### config.mk
export PLATFORM = sky130hd
export DESIGN_NAME = crsi_front
export DESIGN_NICKNAME = d
export VERILOG_FILES = /design/src/hdl/catmull_rom_stroke_interpolator_top_macros.svh /design/src/hdl/crsi_pkg.sv /design/src/hdl/crsi_front.sv
export SDC_FILE = /design/constraint.sdc
export NUM_CORES = 1
export LEC_CHECK = 0
export ABC_AREA = 1
export BUFFER_PORTS_ARGS = -buffer_cell sky130_fd_sc_hd__buf_4
export CAP_MARGIN = 20
export CORE_UTILIZATION = 46
export DETAILED_ROUTE_END_ITERATION = 10
export GPL_ROUTABILITY_DRIVEN = 0
export HOLD_SLACK_MARGIN = 0.02
export PLACE_DENSITY = 0.88
export SLEW_MARGIN = 20
export SYNTH_ARGS = -nofsm -noshare
export SYNTH_HDL_FRONTEND = slang
export SYNTH_SLANG_ARGS = --single-unit
### constraint.sdc
create_clock -name clk -period 4.5 [get_ports clk]
set_clock_uncertainty 0.2 [all_clocks]
set_input_delay 0.45 -clock clk [delete_from_list [all_inputs] [get_ports clk]]
set_output_delay 0.45 -clock clk [all_outputs]
set_load 0.02 [all_outputs]
### src/hdl/catmull_rom_stroke_interpolator_top_macros.svh
// assertion macros used by the catmull-rom stroke interpolator back end
`ifndef CATMULL_ROM_STROKE_INTERPOLATOR_TOP_MACROS_SVH
`define CATMULL_ROM_STROKE_INTERPOLATOR_TOP_MACROS_SVH

// same-cycle implication, disabled during reset
`define CRSI_ASSERT_IMPL(name, clk, rst_n, ante, cons) \
  name: assert property (@(posedge clk) disable iff (!rst_n) (ante) |-> (cons)) \
    else $error("crsi assertion failed");

// next-cycle implication, disabled during reset
`define CRSI_ASSERT_NEXT(name, clk, rst_n, ante, cons) \
  name: assert property (@(posedge clk) disable iff (!rst_n) (ante) |=> (cons)) \
    else $error("crsi assertion failed");

`endif

### src/hdl/crsi_pkg.sv
// shared types and constants of the catmull-rom stroke interpolator
`default_nettype none

package crsi_pkg;

  localparam int unsigned CFG_DATA_W = 16;
  localparam int unsigned CFG_IDX_W  = 1;

  typedef enum logic [CFG_IDX_W-1:0] {
    REG_OUTPUT_LIMIT  = 1'b0,
    REG_TENSION_SCALE = 1'b1
  } cfg_reg_t;

  localparam logic [CFG_DATA_W-1:0] OUTPUT_LIMIT_RST  = 16'd65535;
  localparam logic [CFG_DATA_W-1:0] TENSION_SCALE_RST = 16'd8192;

  typedef struct packed {
    logic [CFG_DATA_W-1:0] output_limit;
    logic [CFG_DATA_W-1:0] tension_scale;
  } cfg_t;

  typedef enum logic {
    CMD_SEG = 1'b0,
    CMD_END = 1'b1
  } cmd_kind_t;

  // kind and closing flag ahead of the eight coordinates
  localparam int unsigned CMD_CTRL_W   = 2;
  localparam int unsigned T_FRAC       = 16;
  localparam int unsigned TENSION_FRAC = 14;
  localparam int unsigned QUEUE_DEPTH  = 4;

endpackage

`default_nettype wire

### src/hdl/crsi_front.sv
// point window and segment classification, issues segment and endpoint commands
`default_nettype none

module crsi_front #(
  parameter int unsigned CW    = 16,
  parameter int unsigned CMD_W = crsi_pkg::CMD_CTRL_W + 8 * CW
) (
  input  wire logic             clk,
  input  wire logic             rst_n,
  input  wire logic             in_valid,
  output logic                  in_ready,
  input  wire logic [CW-1:0]    in_point_x,
  input  wire logic [CW-1:0]    in_point_y,
  input  wire logic             in_stroke_last,
  output logic                  cmd_valid,
  input  wire logic             cmd_ready,
  output logic      [CMD_W-1:0] cmd_data
);

  typedef enum logic [1:0] {
    F_IDLE,
    F_SEGA,
    F_SEGB,
    F_END
  } state_t;

  typedef enum logic [1:0] {
    PS_NONE,
    PS_ONE,
    PS_MANY
  } pts_t;

  typedef struct packed {
    crsi_pkg::cmd_kind_t kind;
    logic                closing;
    logic [3:0][CW-1:0]  px;
    logic [3:0][CW-1:0]  py;
  } cmd_t;

  state_t             state_r, state_nxt;
  pts_t               ps_r, ps_nxt;
  logic [2:0][CW-1:0] wx_r, wx_nxt;
  logic [2:0][CW-1:0] wy_r, wy_nxt;
  logic [CW-1:0]      hx_r, hx_nxt;
  logic [CW-1:0]      hy_r, hy_nxt;
  logic               hlast_r, hlast_nxt;
  logic               accept;
  cmd_t               cmd;

  assign in_ready  = (state_r == F_IDLE);
  assign accept    = in_valid && in_ready;
  assign cmd_valid = (state_r != F_IDLE);

  always_comb begin
    cmd.kind    = (state_r == F_END) ? crsi_pkg::CMD_END : crsi_pkg::CMD_SEG;
    cmd.closing = hlast_r;
    cmd.px      = {hx_r, wx_r[2], wx_r[1], wx_r[0]};
    cmd.py      = {hy_r, wy_r[2], wy_r[1], wy_r[0]};
  end

  assign cmd_data = cmd;

  always_comb begin
    state_nxt = state_r;
    ps_nxt    = ps_r;
    wx_nxt    = wx_r;
    wy_nxt    = wy_r;
    hx_nxt    = hx_r;
    hy_nxt    = hy_r;
    hlast_nxt = hlast_r;
    case (state_r)
      F_IDLE: begin
        if (accept) begin
          hx_nxt    = in_point_x;
          hy_nxt    = in_point_y;
          hlast_nxt = in_stroke_last;
          case (ps_r)
            PS_NONE: begin
              // first point doubles as the leading ghost point
              wx_nxt[1] = in_point_x;
              wx_nxt[2] = in_point_x;
              wy_nxt[1] = in_point_y;
              wy_nxt[2] = in_point_y;
              if (!in_stroke_last) begin
                ps_nxt = PS_ONE;
              end
            end
            PS_ONE: begin
              wx_nxt = {in_point_x, wx_r[2], wx_r[1]};
              wy_nxt = {in_point_y, wy_r[2], wy_r[1]};
              ps_nxt = PS_MANY;
              if (in_stroke_last) begin
                state_nxt = F_SEGB;
              end
            end
            PS_MANY: begin
              state_nxt = F_SEGA;
            end
            default: begin
              ps_nxt = PS_NONE;
            end
          endcase
        end
      end
      F_SEGA: begin
        if (cmd_ready) begin
          wx_nxt    = {hx_r, wx_r[2], wx_r[1]};
          wy_nxt    = {hy_r, wy_r[2], wy_r[1]};
          state_nxt = hlast_r ? F_SEGB : F_IDLE;
        end
      end
      F_SEGB: begin
        if (cmd_ready) begin
          state_nxt = F_END;
        end
      end
      F_END: begin
        if (cmd_ready) begin
          ps_nxt    = PS_NONE;
          state_nxt = F_IDLE;
        end
      end
      default: begin
        state_nxt = F_IDLE;
      end
    endcase
  end

  always_ff @(posedge clk) begin
    if (!rst_n) begin
      state_r <= F_IDLE;
      ps_r    <= PS_NONE;
      hlast_r <= 1'b0;
    end else begin
      state_r <= state_nxt;
      ps_r    <= ps_nxt;
      hlast_r <= hlast_nxt;
    end
  end

  always_ff @(posedge clk) begin
    wx_r <= wx_nxt;
    wy_r <= wy_nxt;
    hx_r <= hx_nxt;
    hy_r <= hy_nxt;
  end

endmodule

`default_nettype wire

==> results.toml <==
[clocking]
numCtsBuffers = 17
clock_sinks = 133
cts_root_buf = "clkbuf_16"
clk_pin_slew_ns = 0.06
clk_latency_ns = 0.41
htree_levels = 4
cts_setup_buffers = 0
cts_tree = "built"
clk_path_buf_depth = 2

[route]
drt-total-wl_um = 12500
drc_errors = 0
vias = 3538
wl_per_cell_um = 17.6
firstDrtPassIters = 6
initialDrtViolationCount = 406
ant_nets = 0
post_drt_via_cell_ratio = 5.00

[run_status]
status = "finished, final reports clean"

[yosys]
syn_area_per_cell_um2 = 13.6
ys_ff_latch = 133
synth_top_area_share_pct = 73.5
synth_area_leaders = "edfxtp_1, buf_4, nand2_1"
synthCells = 385
synth.net_count = 422
yosysSeqAreaShare_pct = 75.4
yosys.area.top_type = "edfxtp_1"
synth_cell_types = 16
yosys_warnings = 0
synth_area_um2 = 5230

[critical_path]
crit_buf_inv = 2
critPathKind = "reg -> reg"
crit_path_start_kind = "flop"
arrival_ns = 2.64
crit_top_cell = "nand2_1"
crit_family = "buffers and inverters"
cp-end-kind = "flop"
crit_fanout = 45
critical_path_required_ns = 4.35
crit_chain = "nor2_4 -> nand2_1 -> nand2_1 -> inv_1 -> a21oi_4 -> buf_4"
max_stage_delay_ns = 0.60
critPathSlowestCell = "buf_4"

[die]
start_util_pct = 47.8
die_area_um2 = 11800
die_h_um = 109
core_um2 = 10900
pin_count = 169
die_x_um = 109
rows = 38

[sta]
setup_viol = 0
tns_ns = 0
timing.final.hold_violations = 0
whs_ns = 0.0355
min_period_over_period_pct = 62.1
min_period_ns = 2.79
fmax_mhz = 358
worst_pin_slew_ns = 1.03
finalMaxSlewViolations = 0
rsz0062_at_grt = "no"
slew_headroom_pct = 31.0

[finish]
drive_gt1_share_pct = 36.9
seqCellArea_um2 = 3940
syn2layout_area_growth_pct = 37.2
finalNetCount = 591
multi_input_area_um2 = 850
nFillCells = 755
antenna_cells = 0

[power_and_ir_drop]
p_seq_share_pct = 42.2
powerDensity_nw_per_um2 = 715
ir_drop_mv = 0.346
clkPwrFrac_pct = 24.3
power.static_leakage_uw = 0.00296
comb_power_share_pct = 33.5
switching_share_pct = 36.3
p_switching_uw = 1860
internal_power_uw = 3270

[run]
maxCapViolations = 0

[grt]
grt_first_pass_wirelength_um = 18500
grt_antenna_before_repair = 0
grt_pass1_vias = 3349
grt_max_degree = 66
grt_util_all_layers_pct = 21.8
gr-total-overflow = 0

[hold_path]
hold_path_class = "in -> reg"

[placed_design]
hpwl_um = 8510
port_buffers = 168
worst paths after layout:
| check | startpoint | endpoint | slack, ns | cells after the start |
|---|---|---|---|---|
| setup / recovery | state_r[0]$_SDFFE_PN0P_ | cmd_data[35]$_DFFE_PP_ | 1.71 | 6 |
| hold reg to reg | cmd_data[21]$_DFFE_PP_ | cmd_data[5]$_DFFE_PP_ | 0.25 | 0 |
| setup reg to reg | state_r[0]$_SDFFE_PN0P_ | cmd_data[35]$_DFFE_PP_ | 1.71 | 6 |
| hold / removal | in_point_x[3] | hx_r[3]$_DFFE_PP_ | 0.04 | 1 |
registers in the layout, indices dropped and copies added (netlist names):
name / cells
cmd_data: 96
hx_r: 16
hy_r: 16
state_r: 2
ps_r: 2
hlast_r: 1
power by group through the flow:
stage | clock [uW] | combinational (uW) | sequential [uW]
floorplan | 0 | 819 | 2430
global placement | 0 | 1640 | 2170
detailed placement | 0 | 1700 | 2180
CTS | 1260 | 1720 | 2160
global route | 1310 | 1830 | 2210
finish | 1240 | 1720 | 2170
repair_timing:
item | CTS | global route
gates resized for setup | 0 | 0
hold buffers | 25 | 0
hold endpoints to repair | 25 | 0
kinds of logic after synthesis:
kind of cell    synth area share [%]
buf+inv                         8.81
mux                             2.15
compound gates                  5.07
simple gates                    8.54
flops                           75.4
stage by stage:
stage / utilization (%) / instance area [um2] / total power, uW / setup WS [ns] / instances
floorplan: - / 5230 / 3250 / 1.19 / 385
global placement: 58.3 / 6380 / 3800 / 1.91 / 650
detailed placement: 58.3 / 6380 / 3880 / 1.73 / 650
CTS: 65.6 / 7180 / 5140 / 1.71 / 707
global route: 65.6 / 7180 / 5340 / 1.57 / 707
finish: 65.6 / 7180 / 5130 / 1.71 / 707
Yosys cell counts:
cell type,n
buf_4,35
buf_2,8
dfxtp_1,5
nor2_1,26
nor2_4,1
o21ai_1,22
nand2_1,62
a21oi_1,30
inv_1,31
edfxtp_1,128
clkbuf_1,1
inv_2,1
nand3_1,21
buf_6,3
mux2_1,10
o21ai_0,1
cell usage in the layout (no fill, tap or decap), types with 10 or more instances in the layout:
cell           instances
dlygate4sd3_1         25
nand2_1               61
mux2_1                10
o21ai_1               22
nand3_1               21
clkbuf_16             17
nor2_1                26
inv_1                 31
a21oi_1               28
buf_4                172
edfxtp_1             128
cell type report:
class / instances / area share (%)
clock buffer: 18 / 6.12
clock inverter: 14 / 1.48
inverter: 32 / 1.67
multi-input combinational: 173 / 11.8
sequential: 133 / 55.0
tap: 140 / 2.44
timing repair buffer: 197 / 21.5
metal layers:
layer | vias up | GRT usage (%) | part of all wire [%]
li1 | 1643 | - | -
met2 | 206 | 35.2 | 52
met4 | 0 | 13.4 | 3.8
met3 | 43 | 6.10 | 6.8
met1 | 1646 | 25.8 | 38
met5 | - | 0 | 0
Note: power is estimated with default switching activity, not from simulation.
