--- src/hdl/catmull_rom_stroke_interpolator_top_macros.svh ---
// assertion macros used by the catmull-rom stroke interpolator back end
`ifndef CATMULL_ROM_STROKE_INTERPOLATOR_TOP_MACROS_SVH
`define CATMULL_ROM_STROKE_INTERPOLATOR_TOP_MACROS_SVH

// same-cycle implication, disabled during reset
`define CRSI_ASSERT_IMPL(name, clk, rst_n, ante, cons) \
  name: assert property (@(posedge clk) disable iff (!rst_n) (ante) |-> (cons)) \
    else $error("crsi assertion failed");

// next-cycle implication, disabled during reset
`define CRSI_ASSERT_NEXT(name, clk, rst_n, ante, cons) \
  name: assert property (@(posedge clk) disable iff (!rst_n) (ante) |=> (cons)) \
    else $error("crsi assertion failed");

`endif

--- src/hdl/crsi_cmd_fifo.sv ---
// command queue between the point front end and the sample back end
`default_nettype none

module crsi_cmd_fifo #(
  parameter int unsigned WIDTH = 130,
  parameter int unsigned DEPTH = 4
) (
  input  wire logic             clk,
  input  wire logic             rst_n,
  input  wire logic             push_valid,
  output logic                  push_ready,
  input  wire logic [WIDTH-1:0] push_data,
  output logic                  pop_valid,
  input  wire logic             pop_ready,
  output logic      [WIDTH-1:0] pop_data
);

  localparam int unsigned PTR_W = $clog2(DEPTH);
  localparam int unsigned CNT_W = $clog2(DEPTH + 1);

  logic [WIDTH-1:0] mem_r [DEPTH];
  logic [PTR_W-1:0] wr_ptr_r, wr_ptr_nxt;
  logic [PTR_W-1:0] rd_ptr_r, rd_ptr_nxt;
  logic [CNT_W-1:0] cnt_r, cnt_nxt;
  logic             do_push, do_pop;

  assign push_ready = (cnt_r != CNT_W'(DEPTH));
  assign pop_valid  = (cnt_r != '0);
  assign pop_data   = mem_r[rd_ptr_r];
  assign do_push    = push_valid && push_ready;
  assign do_pop     = pop_valid && pop_ready;

  always_comb begin
    wr_ptr_nxt = wr_ptr_r;
    rd_ptr_nxt = rd_ptr_r;
    cnt_nxt    = cnt_r;
    if (do_push) begin
      wr_ptr_nxt = (wr_ptr_r == PTR_W'(DEPTH - 1)) ? '0 : wr_ptr_r + PTR_W'(1);
    end
    if (do_pop) begin
      rd_ptr_nxt = (rd_ptr_r == PTR_W'(DEPTH - 1)) ? '0 : rd_ptr_r + PTR_W'(1);
    end
    if (do_push && !do_pop) begin
      cnt_nxt = cnt_r + CNT_W'(1);
    end else if (do_pop && !do_push) begin
      cnt_nxt = cnt_r - CNT_W'(1);
    end
  end

  always_ff @(posedge clk) begin
    if (!rst_n) begin
      wr_ptr_r <= '0;
      rd_ptr_r <= '0;
      cnt_r    <= '0;
    end else begin
      wr_ptr_r <= wr_ptr_nxt;
      rd_ptr_r <= rd_ptr_nxt;
      cnt_r    <= cnt_nxt;
    end
  end

  always_ff @(posedge clk) begin
    if (do_push) begin
      mem_r[wr_ptr_r] <= push_data;
    end
  end

endmodule

`default_nettype wire

--- config.mk ---
export PLATFORM = sky130hd
export DESIGN_NAME = crsi_cmd_fifo
export DESIGN_NICKNAME = d
export VERILOG_FILES = /design/src/hdl/catmull_rom_stroke_interpolator_top_macros.svh /design/src/hdl/crsi_cmd_fifo.sv
export SDC_FILE = /design/constraint.sdc
export NUM_CORES = 1
export LEC_CHECK = 0
export ABC_AREA = 1
export ABC_CLOCK_PERIOD_IN_PS = 9500
export BUFFER_PORTS_ARGS = -buffer_cell sky130_fd_sc_hd__buf_2
export CORE_ASPECT_RATIO = 0.7
export CORE_MARGIN = 2
export CORE_UTILIZATION = 49
export CTS_CLUSTER_SIZE = 20
export DETAILED_ROUTE_END_ITERATION = 8
export GPL_ROUTABILITY_DRIVEN = 0
export PLACE_DENSITY = 0.7
export SYNTH_ARGS = -nofsm -noshare
export SYNTH_HDL_FRONTEND = slang
export SYNTH_SLANG_ARGS = --single-unit
--- constraint.sdc ---
create_clock -name clk -period 9.5 [get_ports clk]
set_clock_uncertainty 0.15 [all_clocks]
set_input_delay 1.425 -clock clk [delete_from_list [all_inputs] [get_ports clk]]
set_output_delay 1.425 -clock clk [all_outputs]
set_load 0.02 [all_outputs]
==> summary.md, run 1 <==
| Metric | Value |
|---|---|
| Register area | `0.0158 mm²` |
| DR vias | `11.8k` |
| Top cell type's share of synthesized area | `79.0%` |
| Vias/cell | `5.49` |
| GRT Total Usage | `20.4%` |
| Synthesis-stage register bit count | `529` |
| Final Hold Viols | `0` |
| Top cell family by delay on the critical path | `buffers and inverters` |
| Synth async-reset ratio | `0%` |
| Slew Viols, Final | `0` |
| Worst vdd ir | `0.000174 V` |
| Vias in the first global route | `11.3k` |
| Setup Buffers After CTS | `0` |
| Worst path bufs/invs | `3` |
| Worst Hold Class | `flop to flop` |
| ANT nets after route | `0` |
| First-pass GRT wire length | `65,600 µm` |
| Crit end category | `output pin` |
| # hold bufs at CTS | `0` |
| Final setup fails | `0` |
| Initial core utilization | `49.7%` |
| Post-cts sizing count | `0` |
| DPL Wire Length | `24,200 µm` |
| Top cells by count, synth | `520 x edfxtp_1, 277 x nor2_1, 192 x o21ai_0` |
| Fin util | `57.6%` |
| YS warnings | `0` |
| Multi-input gate area | `0.00337 mm²` |
| I/O pins | `266` |
| RSZ-0062 raised after global routing | `no` |
| FILL cells | `3,154` |
| Placed cells | `2,053` |
| DRC Markers | `0` |
| Fmax | `0.182 GHz` |
| P&R area growth vs syn | `15.9%` |
| Crit-path most repeated cell | `buf_4` |
| Ranking of synthesized cells by area | `edfxtp_1 79%, nor2_1 5.3%, o21ai_0 4.9%` |
| TritonRoute pass-1 iters | `5` |
| Clock buffer depth | `3` |
| P_leak | `7.94 nW` |
| Max cap viols | `0` |
| Status | `complete, no violations` |
| Initial antenna violation count | `19` |
| Startpoint types | `flop` |
| Avg WL per Cell | `20.3 µm` |
| Layout cell share with drive strength beyond 1 | `21.9%` |
| Final Critical Period | `5500 ps` |
| CTS tree | `yes` |
| Most frequent cell after synthesis | `edfxtp_1` |
| Largest area contributor in the netlist | `edfxtp_1` |
| Required time worst endpoint | `7930 ps` |
| Cell area after synthesis | `0.0198 mm²` |
| PD cells | `295 mW/mm²` |
| Syn nets | `1,468` |
| Area of the core | `0.0398 mm²` |
| Relative slew margins | `27.9%` |
| Clk root buf | `clkbuf_16` |
| Final WL | `43,700 µm` |
| Synth Flop Type | `edfxtp_1` |
| CP max FO | `102` |
| Largest net degree at the start of global routing | `261` |
| Slew @ Worst Pin | `1080 ps` |
| Crit Path Class | `flop to output pin` |
| H-Tree Level Count | `2` |
| Row count | `61` |
| TNS Setup | `0 ps` |
| Total grt overflow | `0` |
| Crit path arrival time | `3920 ps` |
| Sequential area share after synthesis | `79.9%` |
| Die width | `244 µm` |
| Mapped Cells | `1,327` |
| Die area | `0.0420 mm²` |
| CP cell instances | `buf_4 > buf_4 > o21ai_0 > o22ai_1 > buf_2` |
| Post-synthesis cell type count | `23` |
| Die height | `172 µm` |
| DR iter-0 viols | `1,059` |
| CP max stage delay | `880 ps` |
| Final std cells w/o fill | `2,151` |
| I/O Buffers | `265` |
| Final Power | `6.75 mW` |
| Final #Nets | `1,710` |
| Syn Area/Cell | `14.9 µm²` |
| Crit share post-route | `57.9%` |
| Insertion delay to the later sink of the worst-skew pair | `560 ps` |
| EDFF count, synth | `520` |
| Crit-path slowest cell | `dfxtp_4` |
| CTS sink cnt | `529` |
| Clk slew on worst S/H paths | `60 ps` |
| Total CTS buffers | `49` |
registers in the layout, indices dropped and copies added (netlist names), named ones only:
signal    flops
mem_r       520
cnt_r         3
rd_ptr_r      2
wr_ptr_r      2
area by class of cell:
| type | instances | area share (%) |
|---|---|---|
| Sequential cell | 529 | 69.0 |
| Multi-Input combinational cell | 696 | 14.7 |
| Timing Repair Buffer | 276 | 6.20 |
| Clock buffer | 58 | 5.50 |
| Tap cell | 535 | 2.92 |
| Clock inverter | 31 | 1.22 |
| Inverter | 17 | 0.344 |
| Antenna cell | 9 | 0.0983 |
worst min-delay path: stages (launching register included):
cell and delay, ps:
dfxtp_1 340, inv_1 80, a21oi_1 60
per-layer routing:
metal	vias to the layer above	wire [µm]	GRT usage, %
met5	-	117	0
met4	18	719	5.57
met3	65	3470	5.82
met2	360	19700	31.0
met1	5871	19800	29.0
li1	5501	-	-
stage by stage:
stage / setup slack (ps) / hold WS, ps / cell area (µm²)
floorplan: 1750 / 330 / 19800
global placement: 4670 / 348 / 21300
detailed placement: 4530 / 354 / 21300
CTS: 3940 / 367 / 22900
global route: 3660 / 415 / 22900
finish: 4000 / 372 / 22900
cell usage in the layout (no fill, tap or decap), types with 2 or more instances in the layout:
cell,count
inv_1,15
ha_1,6
o22ai_1,130
clkinv_2,10
o21ai_0,192
bufinv_16,5
clkbuf_1,9
nor2_1,273
buf_4,10
buf_2,265
dfxtp_4,2
clkinv_1,12
o21ai_1,70
diode_2,9
nand2_1,15
clkbuf_16,49
a21oi_1,2
edfxtp_1,520
dfxtp_1,7
nor2_4,4
inv_6,3
logic make-up after synthesis:
logic type	Yosys count	synth area share [%]
buffers and inverters	102	3.20
adder cells (fa/ha/maj)	7	0.481
AO/OA/AOI/OAI	394	10.8
flip-flops	529	79.9
AND/OR/NAND/NOR	295	5.64
path summary, 6_finish.rpt:
kind	start	to	slack, ps	cells past startpoint
setup reg to reg	cnt_r[0]$_SDFFE_PN0P_	mem_r[2][94]$_DFFE_PP_	5770	6
setup / recovery	flop	pop_data[76]	4000	5
hold reg to reg	cnt_r[0]$_SDFFE_PN0P_	cnt_r[0]$_SDFFE_PN0P_	370	2
hold / removal	cnt_r[0]$_SDFFE_PN0P_	cnt_r[0]$_SDFFE_PN0P_	370	2
report_power, final:
group          total, mW  switching (mW)  internal [mW]  leakage [nW]
Clock               1.90           0.820           1.08         0.761
Sequential          2.95           0.105           2.84          4.84
Combinational       1.90            1.37          0.524          2.34
Total               6.75            2.30           4.45          7.94
Note: power is estimated with default switching activity, not from simulation.
==> run 2, diff against run 1 <==
Settings changed: ABC_CLOCK_PERIOD_IN_PS 9500 to 5700.
Clock period 9.5 ns to 5.7 ns, I/O delays scaled along.
==> run 2 against run 1 <==
  * First-iteration DRC count shrank 4.7%
  * Critical path type unchanged
  * Setup slack lost 2400 ps
  * Sequential power grew 66%
  * Final cell count shrank 0.46%
  * Critical path depth is the same
==> summary.md, run 2 (synthesis gave the netlist of run 1 again) <==
| Metric | Value |
|---|---|
| Commonest non-fill, non-tap cells in the layout | `520 x edfxtp_1, 273 x nor2_1, 265 x buf_2` |
| CP max stage delay | `630 ps (-250 ps)` |
| Worst Hold Class | `input pin to flop` |
| Layout cell share with drive strength beyond 1 | `21.5% (-0.40 points)` |
| Total grt overflow | `0 (unchanged)` |
| H-Tree Level Count | `2 (unchanged)` |
| Top cell family by delay on the critical path | `buffers and inverters` |
| Switching Power | `3.71 mW (+61%)` |
| TritonRoute pass-1 iters | `6 (+1)` |
| Setup Buffers After CTS | `0 (unchanged)` |
| PD cells | `483 mW/mm² (+64%)` |
| Int Power | `7.32 mW (+64%)` |
| Initial antenna violation count | `7 (-12)` |
| Register area | `0.0158 mm² (unchanged)` |
| Slew Viols, Final | `0 (unchanged)` |
| Largest net degree at the start of global routing | `214 (-18%)` |
| Final #Nets | `1,711 (+0.058%)` |
| Dpl ws | `2240 ps (-2290 ps)` |
| Worst path bufs/invs | `3 (unchanged)` |
| Total CTS buffers | `48 (-2.0%)` |
| ANT nets after route | `0 (unchanged)` |
| Vias/cell | `5.45 (-0.73%)` |
| CTS sink cnt | `529 (unchanged)` |
| Crit share post-route | `72.0%` |
| Final Critical Period | `4100 ps` |
| DR vias | `11.7k (-1.2%)` |
| Initial core utilization | `49.7% (unchanged)` |
| Final setup fails | `0 (unchanged)` |
| Most common cell after layout, fill and taps aside | `edfxtp_1` |
| Largest Register | `mem_r` |
| Crit-path slowest cell | `inv_12` |
| First-pass GRT wire length | `64,600 µm (-1.5%)` |
| Crit Path Class | `flop to output pin` |
| Post-cts sizing count | `0 (unchanged)` |
| Switching share of power | `33.6% (-0.41 points)` |
| Row count | `61 (unchanged)` |
| DR iter-0 viols | `1,009 (-4.7%)` |
| Area of the core | `0.0398 mm² (unchanged)` |
| Clock share of power | `27.4% (-0.8 points)` |
| CP cell instances | `inv_12 > buf_4 > o21ai_0 > o22ai_1 > buf_2` |
| Relative slew margins | `29.1% (+1.2 points)` |
| Comb pwr share | `28.1% (about the same)` |
| P_leak | `7.90 nW (-0.50%)` |
| Final instance area | `0.0228 mm² (-0.30%)` |
| Required time worst endpoint | `4700 ps (-3230 ps)` |
| Die area | `0.0420 mm² (unchanged)` |
| Status | `complete, no violations` |
| GRT Total Usage | `19.7% (-0.67 points)` |
| Largest register FFs | `520 (unchanged)` |
| Crit end category | `output pin` |
| Startpoint types | `flop` |
| Vias in the first global route | `11.4k (+0.66%)` |
| Worst vdd ir | `0.000297 V (+71%)` |
| Insertion delay to the later sink of the worst-skew pair | `550 ps (about the same)` |
| Sequential share of power | `44.5% (+0.8 points)` |
| Final Hold Viols | `0 (unchanged)` |
| Clk root buf | `clkbuf_16` |
| I/O Buffers | `265 (unchanged)` |
| Top Registers | `mem_r (520), cnt_r (3)` |
| Slew @ Worst Pin | `1060 ps (-17.9 ps)` |
| Multi-input gate area | `0.00337 mm² (unchanged)` |
| DPL Wire Length | `22,600 µm (-6.7%)` |
| R2r setup slk | `2940 ps (-2830 ps)` |
| Fmax | `0.244 GHz` |
| Die height | `172 µm (unchanged)` |
| Setup WS post-layout | `1600 ps (-2410 ps)` |
| Final Power | `11.0 mW (+63%)` |
| DRC Markers | `0 (unchanged)` |
| Avg WL per Cell | `19.6 µm (-3.5%)` |
| Fin util | `57.4% (-0.17 points)` |
| Clock buffer depth | `3 (unchanged)` |
| Clk slew on worst S/H paths | `60 ps (about the same)` |
| Die width | `244 µm (unchanged)` |
| CTS tree | `yes` |
| CP max FO | `213 (+110%)` |
| P&R area growth vs syn | `15.5%` |
| Max cap viols | `0 (unchanged)` |
| I/O pins | `266 (unchanged)` |
| RSZ-0062 raised after global routing | `no` |
| Placed Area | `0.0214 mm² (+0.20%)` |
| Crit path arrival time | `3100 ps (-820 ps)` |
| FILL cells | `3,172 (+0.57%)` |
| # hold bufs at CTS | `0 (unchanged)` |
| Final WL | `42,000 µm (-3.9%)` |
==> run 2: cell count changes in the layout (fill, tap and decap cells not counted), sizes merged <==
| cell | before | now |
|---|---|---|
| buf | 276 | 278 |
| bufinv | 5 | 3 |
| clkbuf | 58 | 62 |
| clkinv | 23 | 18 |
| clkinvlp | 0 | 1 |
| diode | 9 | 2 |
| inv | 20 | 17 |
==> run 2: final cells by class <==
cell class | count | share of cell area [%]
antenna | 2 | 0.0219
clock buffer | 62 | 5.58
clock inverter | 22 | 0.756
inverter | 17 | 0.356
multi-input combinational | 696 | 14.8
sequential | 529 | 69.2
tap | 535 | 2.93
timing repair buffer | 278 | 6.40
==> run 2: final timing paths <==
check / startpoint / end / cells past startpoint
min: push_data[77] / mem_r[0][77]$_DFFE_PP_ / 1
min reg2reg: cnt_r[0]$_SDFFE_PN0P_ / cnt_r[0]$_SDFFE_PN0P_ / 2
max: flop / pop_data[21] / 5
max reg2reg: cnt_r[0]$_SDFFE_PN0P_ / mem_r[1][68]$_DFFE_PP_ / 6
==> run 2: power groups by stage <==
stage | logic [mW] | clock network (mW) | registers (mW)
2_1_floorplan | 2.19 | 0 | 4.97
3_3_place_gp | 3.08 | 0 | 4.98
3_5_place_dp | 3.12 | 0 | 5.00
4_1_cts | 3.13 | 3.09 | 4.91
5_1_grt | 3.39 | 3.23 | 4.95
6_report | 3.10 | 3.03 | 4.91
==> run 2: stage by stage <==
| step | instances | hold slack [ps] | TNS, ps |
|---|---|---|---|
| 3_5_place_dp | 2055 | 365 | 0 |
| 5_1_grt | 2139 | 333 | 0 |
| 3_3_place_gp | 2055 | 345 | 0 |
| 2_1_floorplan | 1327 | 330 | -770800 |
| 4_1_cts | 2139 | 329 | 0 |
| 6_report | 2141 | 361 | 0 |
==> run 2: layer usage <==
| layer | up-vias | global-route usage [%] | wire length, µm |
|---|---|---|---|
| met5 | - | 0 | 34 |
| met4 | 6 | 4.45 | 607 |
| met3 | 57 | 4.66 | 3000 |
| met2 | 360 | 32.2 | 20100 |
| met1 | 5748 | 27.3 | 18300 |
| li1 | 5503 | - | - |
==> run 3, diff against run 2 <==
Settings changed: ABC_CLOCK_PERIOD_IN_PS 5700 to 3800.
Clock period 5.7 ns to 3.8 ns, I/O delays scaled along.
==> run 3 against run 2 <==
  * Clock-buffer cell count decreased by 4
  * Routed wire length increased by 0.83%
  * Die area unchanged
  * Critical path depth decreased by 1
  * Final cell count increased by 0.75%
  * Largest power group unchanged
==> summary.md, run 3 (synthesis gave the netlist of run 1 again) <==
| Metric | Value |
|---|---|
| Crit Path Class | `flop to output pin` |
| Startpoint types | `flop` |
| Avg WL per Cell | `19.6 µm (about the same)` |
| Final WL | `42,400 µm (+0.83%)` |
| Area of the core | `0.0398 mm² (unchanged)` |
| Worst Hold End | `mem_r[0][112]$_DFFE_PP_` |
| Slew @ Worst Pin | `1160 ps (+95.8 ps)` |
| Switching share of power | `33.1% (-0.51 points)` |
| Worst vdd ir | `0.000473 V (+59%)` |
| Final setup fails | `0 (unchanged)` |
| R2R depth | `5 (-1)` |
| Post-cts sizing count | `0 (unchanged)` |
| Worst Hold Class | `input pin to flop` |
| Final #Nets | `1,717 (+0.35%)` |
| Top Registers | `mem_r (520), cnt_r (3)` |
| Clk root buf | `clkbuf_16` |
| Commonest non-fill, non-tap cells in the layout | `520 x edfxtp_1, 273 x nor2_1, 265 x buf_2` |
| DRC Markers | `0 (unchanged)` |
| Initial antenna violation count | `8 (+1)` |
| R2r setup slk | `1300 ps (-1640 ps)` |
| Clock share of power | `29.6% (+2.2 points)` |
| P&R area growth vs syn | `17.3%` |
| Placed cells | `2,060 (+0.24%)` |
| Final Critical Period | `3390 ps` |
| I/O Buffers | `265 (unchanged)` |
| Final instance area | `0.0232 mm² (+1.6%)` |
| RSZ-0062 raised after global routing | `no` |
| Row count | `61 (unchanged)` |
| PD cells | `743 mW/mm² (+54%)` |
| Met2 Use GR | `31.4% (-0.80 points)` |
| Routing usage on met1 | `27.4% (+0.083 points)` |
| Clock buffer depth | `3 (unchanged)` |
| Switching Power | `5.71 mW (+54%)` |
| Crit share post-route | `89.2%` |
| Met3 usage | `4.66% (unchanged)` |
| Required time worst endpoint | `3080 ps (-1620 ps)` |
| Die height | `172 µm (unchanged)` |
| Worst hold stages | `1 (unchanged)` |
| DPL Wire Length | `22,200 µm (-1.5%)` |
| FILL cells | `3,029 (-4.5%)` |
| P_leak | `8.07 nW (+2.1%)` |
| First-pass GRT wire length | `64,400 µm (-0.26%)` |
| Total grt overflow | `0 (unchanged)` |
| Hold Path Origin | `push_data[112]` |
| GRT Total Usage | `19.6% (-0.097 points)` |
| CTS tree | `yes` |
| Crit end category | `output pin` |
| Vias/cell | `5.45 (about the same)` |
| Reg2reg end | `mem_r[3][63]$_DFFE_PP_` |
| Fmax | `0.295 GHz` |
| I/O pins | `266 (unchanged)` |
| Placed Area | `0.0215 mm² (+0.51%)` |
| # hold bufs at CTS | `0 (unchanged)` |
| Relative slew margins | `22.7% (-6.4 points)` |
| Final Power | `17.2 mW (+56%)` |
| ANT nets after route | `0 (unchanged)` |
| Crit path arrival time | `2670 ps (-430 ps)` |
| DR iter-0 viols | `841 (-17%)` |
| CP max FO | `260 (+22%)` |
| H-Tree Level Count | `2 (unchanged)` |
| Sequential share of power | `42.5% (-2.0 points)` |
| Final std cells w/o fill | `2,157 (+0.75%)` |
| Comb pwr share | `27.8% (-0.3 points)` |
| Most common cell after layout, fill and taps aside | `edfxtp_1` |
| Final Hold Viols | `0 (unchanged)` |
| Largest Register | `mem_r` |
| Int Power | `11.5 mW (+57%)` |
| Fin util | `58.3% (+0.89 points)` |
| CTS sink cnt | `529 (unchanged)` |
| RR Startpoint | `cnt_r[1]$_SDFFE_PN0P_` |
| Insertion delay to the later sink of the worst-skew pair | `560 ps (about the same)` |
| Slew Viols, Final | `0 (unchanged)` |
| Layout cell share with drive strength beyond 1 | `22.8% (+1.3 points)` |
| Total CTS buffers | `49 (+2.1%)` |
| DR vias | `11.8k (+0.76%)` |
| Die width | `244 µm (unchanged)` |
| Clk slew on worst S/H paths | `70 ps (about the same)` |
| Vias in the first global route | `11.5k (+1.0%)` |
| Status | `complete, no violations` |
| Die area | `0.0420 mm² (unchanged)` |
| Largest register FFs | `520 (unchanged)` |
| Global route hottest layer | `met2` |
| TritonRoute pass-1 iters | `5 (-1)` |
| Largest net degree at the start of global routing | `261 (+22%)` |
| Max cap viols | `0 (unchanged)` |
| Setup Buffers After CTS | `0 (unchanged)` |
| Initial core utilization | `49.7% (unchanged)` |
## run 3: layout make-up
type | instances | area, µm² | area share, %
Tap cell | 535 | 669 | 2.89
Inverter | 17 | 78.8 | 0.340
Antenna cell | 9 | 22.5 | 0.0971
Timing Repair Buffer | 283 | 1570 | 6.79
Clock inverter | 30 | 384 | 1.66
Clock buffer | 58 | 1290 | 5.56
Sequential cell | 529 | 15800 | 68.1
Multi-Input combinational cell | 696 | 3370 | 14.5
## run 3: routing by layer
layer / share of wire [%] / routed length [µm]
met1: 44 / 18800
met2: 47 / 19900
met3: 6.7 / 2850
met4: 2.0 / 848
met5: 0 / 0
## run 3: worst max-delay path by stage
stage / end / startpoint / slack [ps]
floorplan: mem_r[0][0]$_DFFE_PP_ / cnt_r[1]$_SDFFE_PN0P_ / -1070
global placement: pop_data[68] / flop / 1180
detailed placement: pop_data[68] / flop / 1090
CTS: pop_data[68] / flop / 470
global route: pop_data[62] / flop / 220
finish: pop_data[68] / flop / 410
## run 3: critical path: stages, from the launching register on
cell and delay, ps:
dfxtp_4 410, buf_12 700, o21ai_0 260, o22ai_1 280
buf_2 210
## run 3: metrics by stage
stage / hold slack, ps / worst slack [ps] / TNS, ps
floorplan: 330 / -1070 / -554430
global placement: 346 / 1180 / 0
detailed placement: 363 / 1090 / 0
CTS: 37.9 / 465 / 0
global route: 48.6 / 223 / 0
finish: 65.8 / 409 / 0
## run 3: power by group through the flow
| stage | clock network, mW | logic, mW | registers (mW) |
|---|---|---|---|
| 6_report | 5.11 | 4.80 | 7.33 |
| 5_1_grt | 5.41 | 5.23 | 7.38 |
| 4_1_cts | 5.20 | 4.85 | 7.33 |
| 3_5_place_dp | 0 | 4.83 | 7.45 |
| 3_3_place_gp | 0 | 4.75 | 7.43 |
| 2_1_floorplan | 0 | 3.29 | 7.40 |
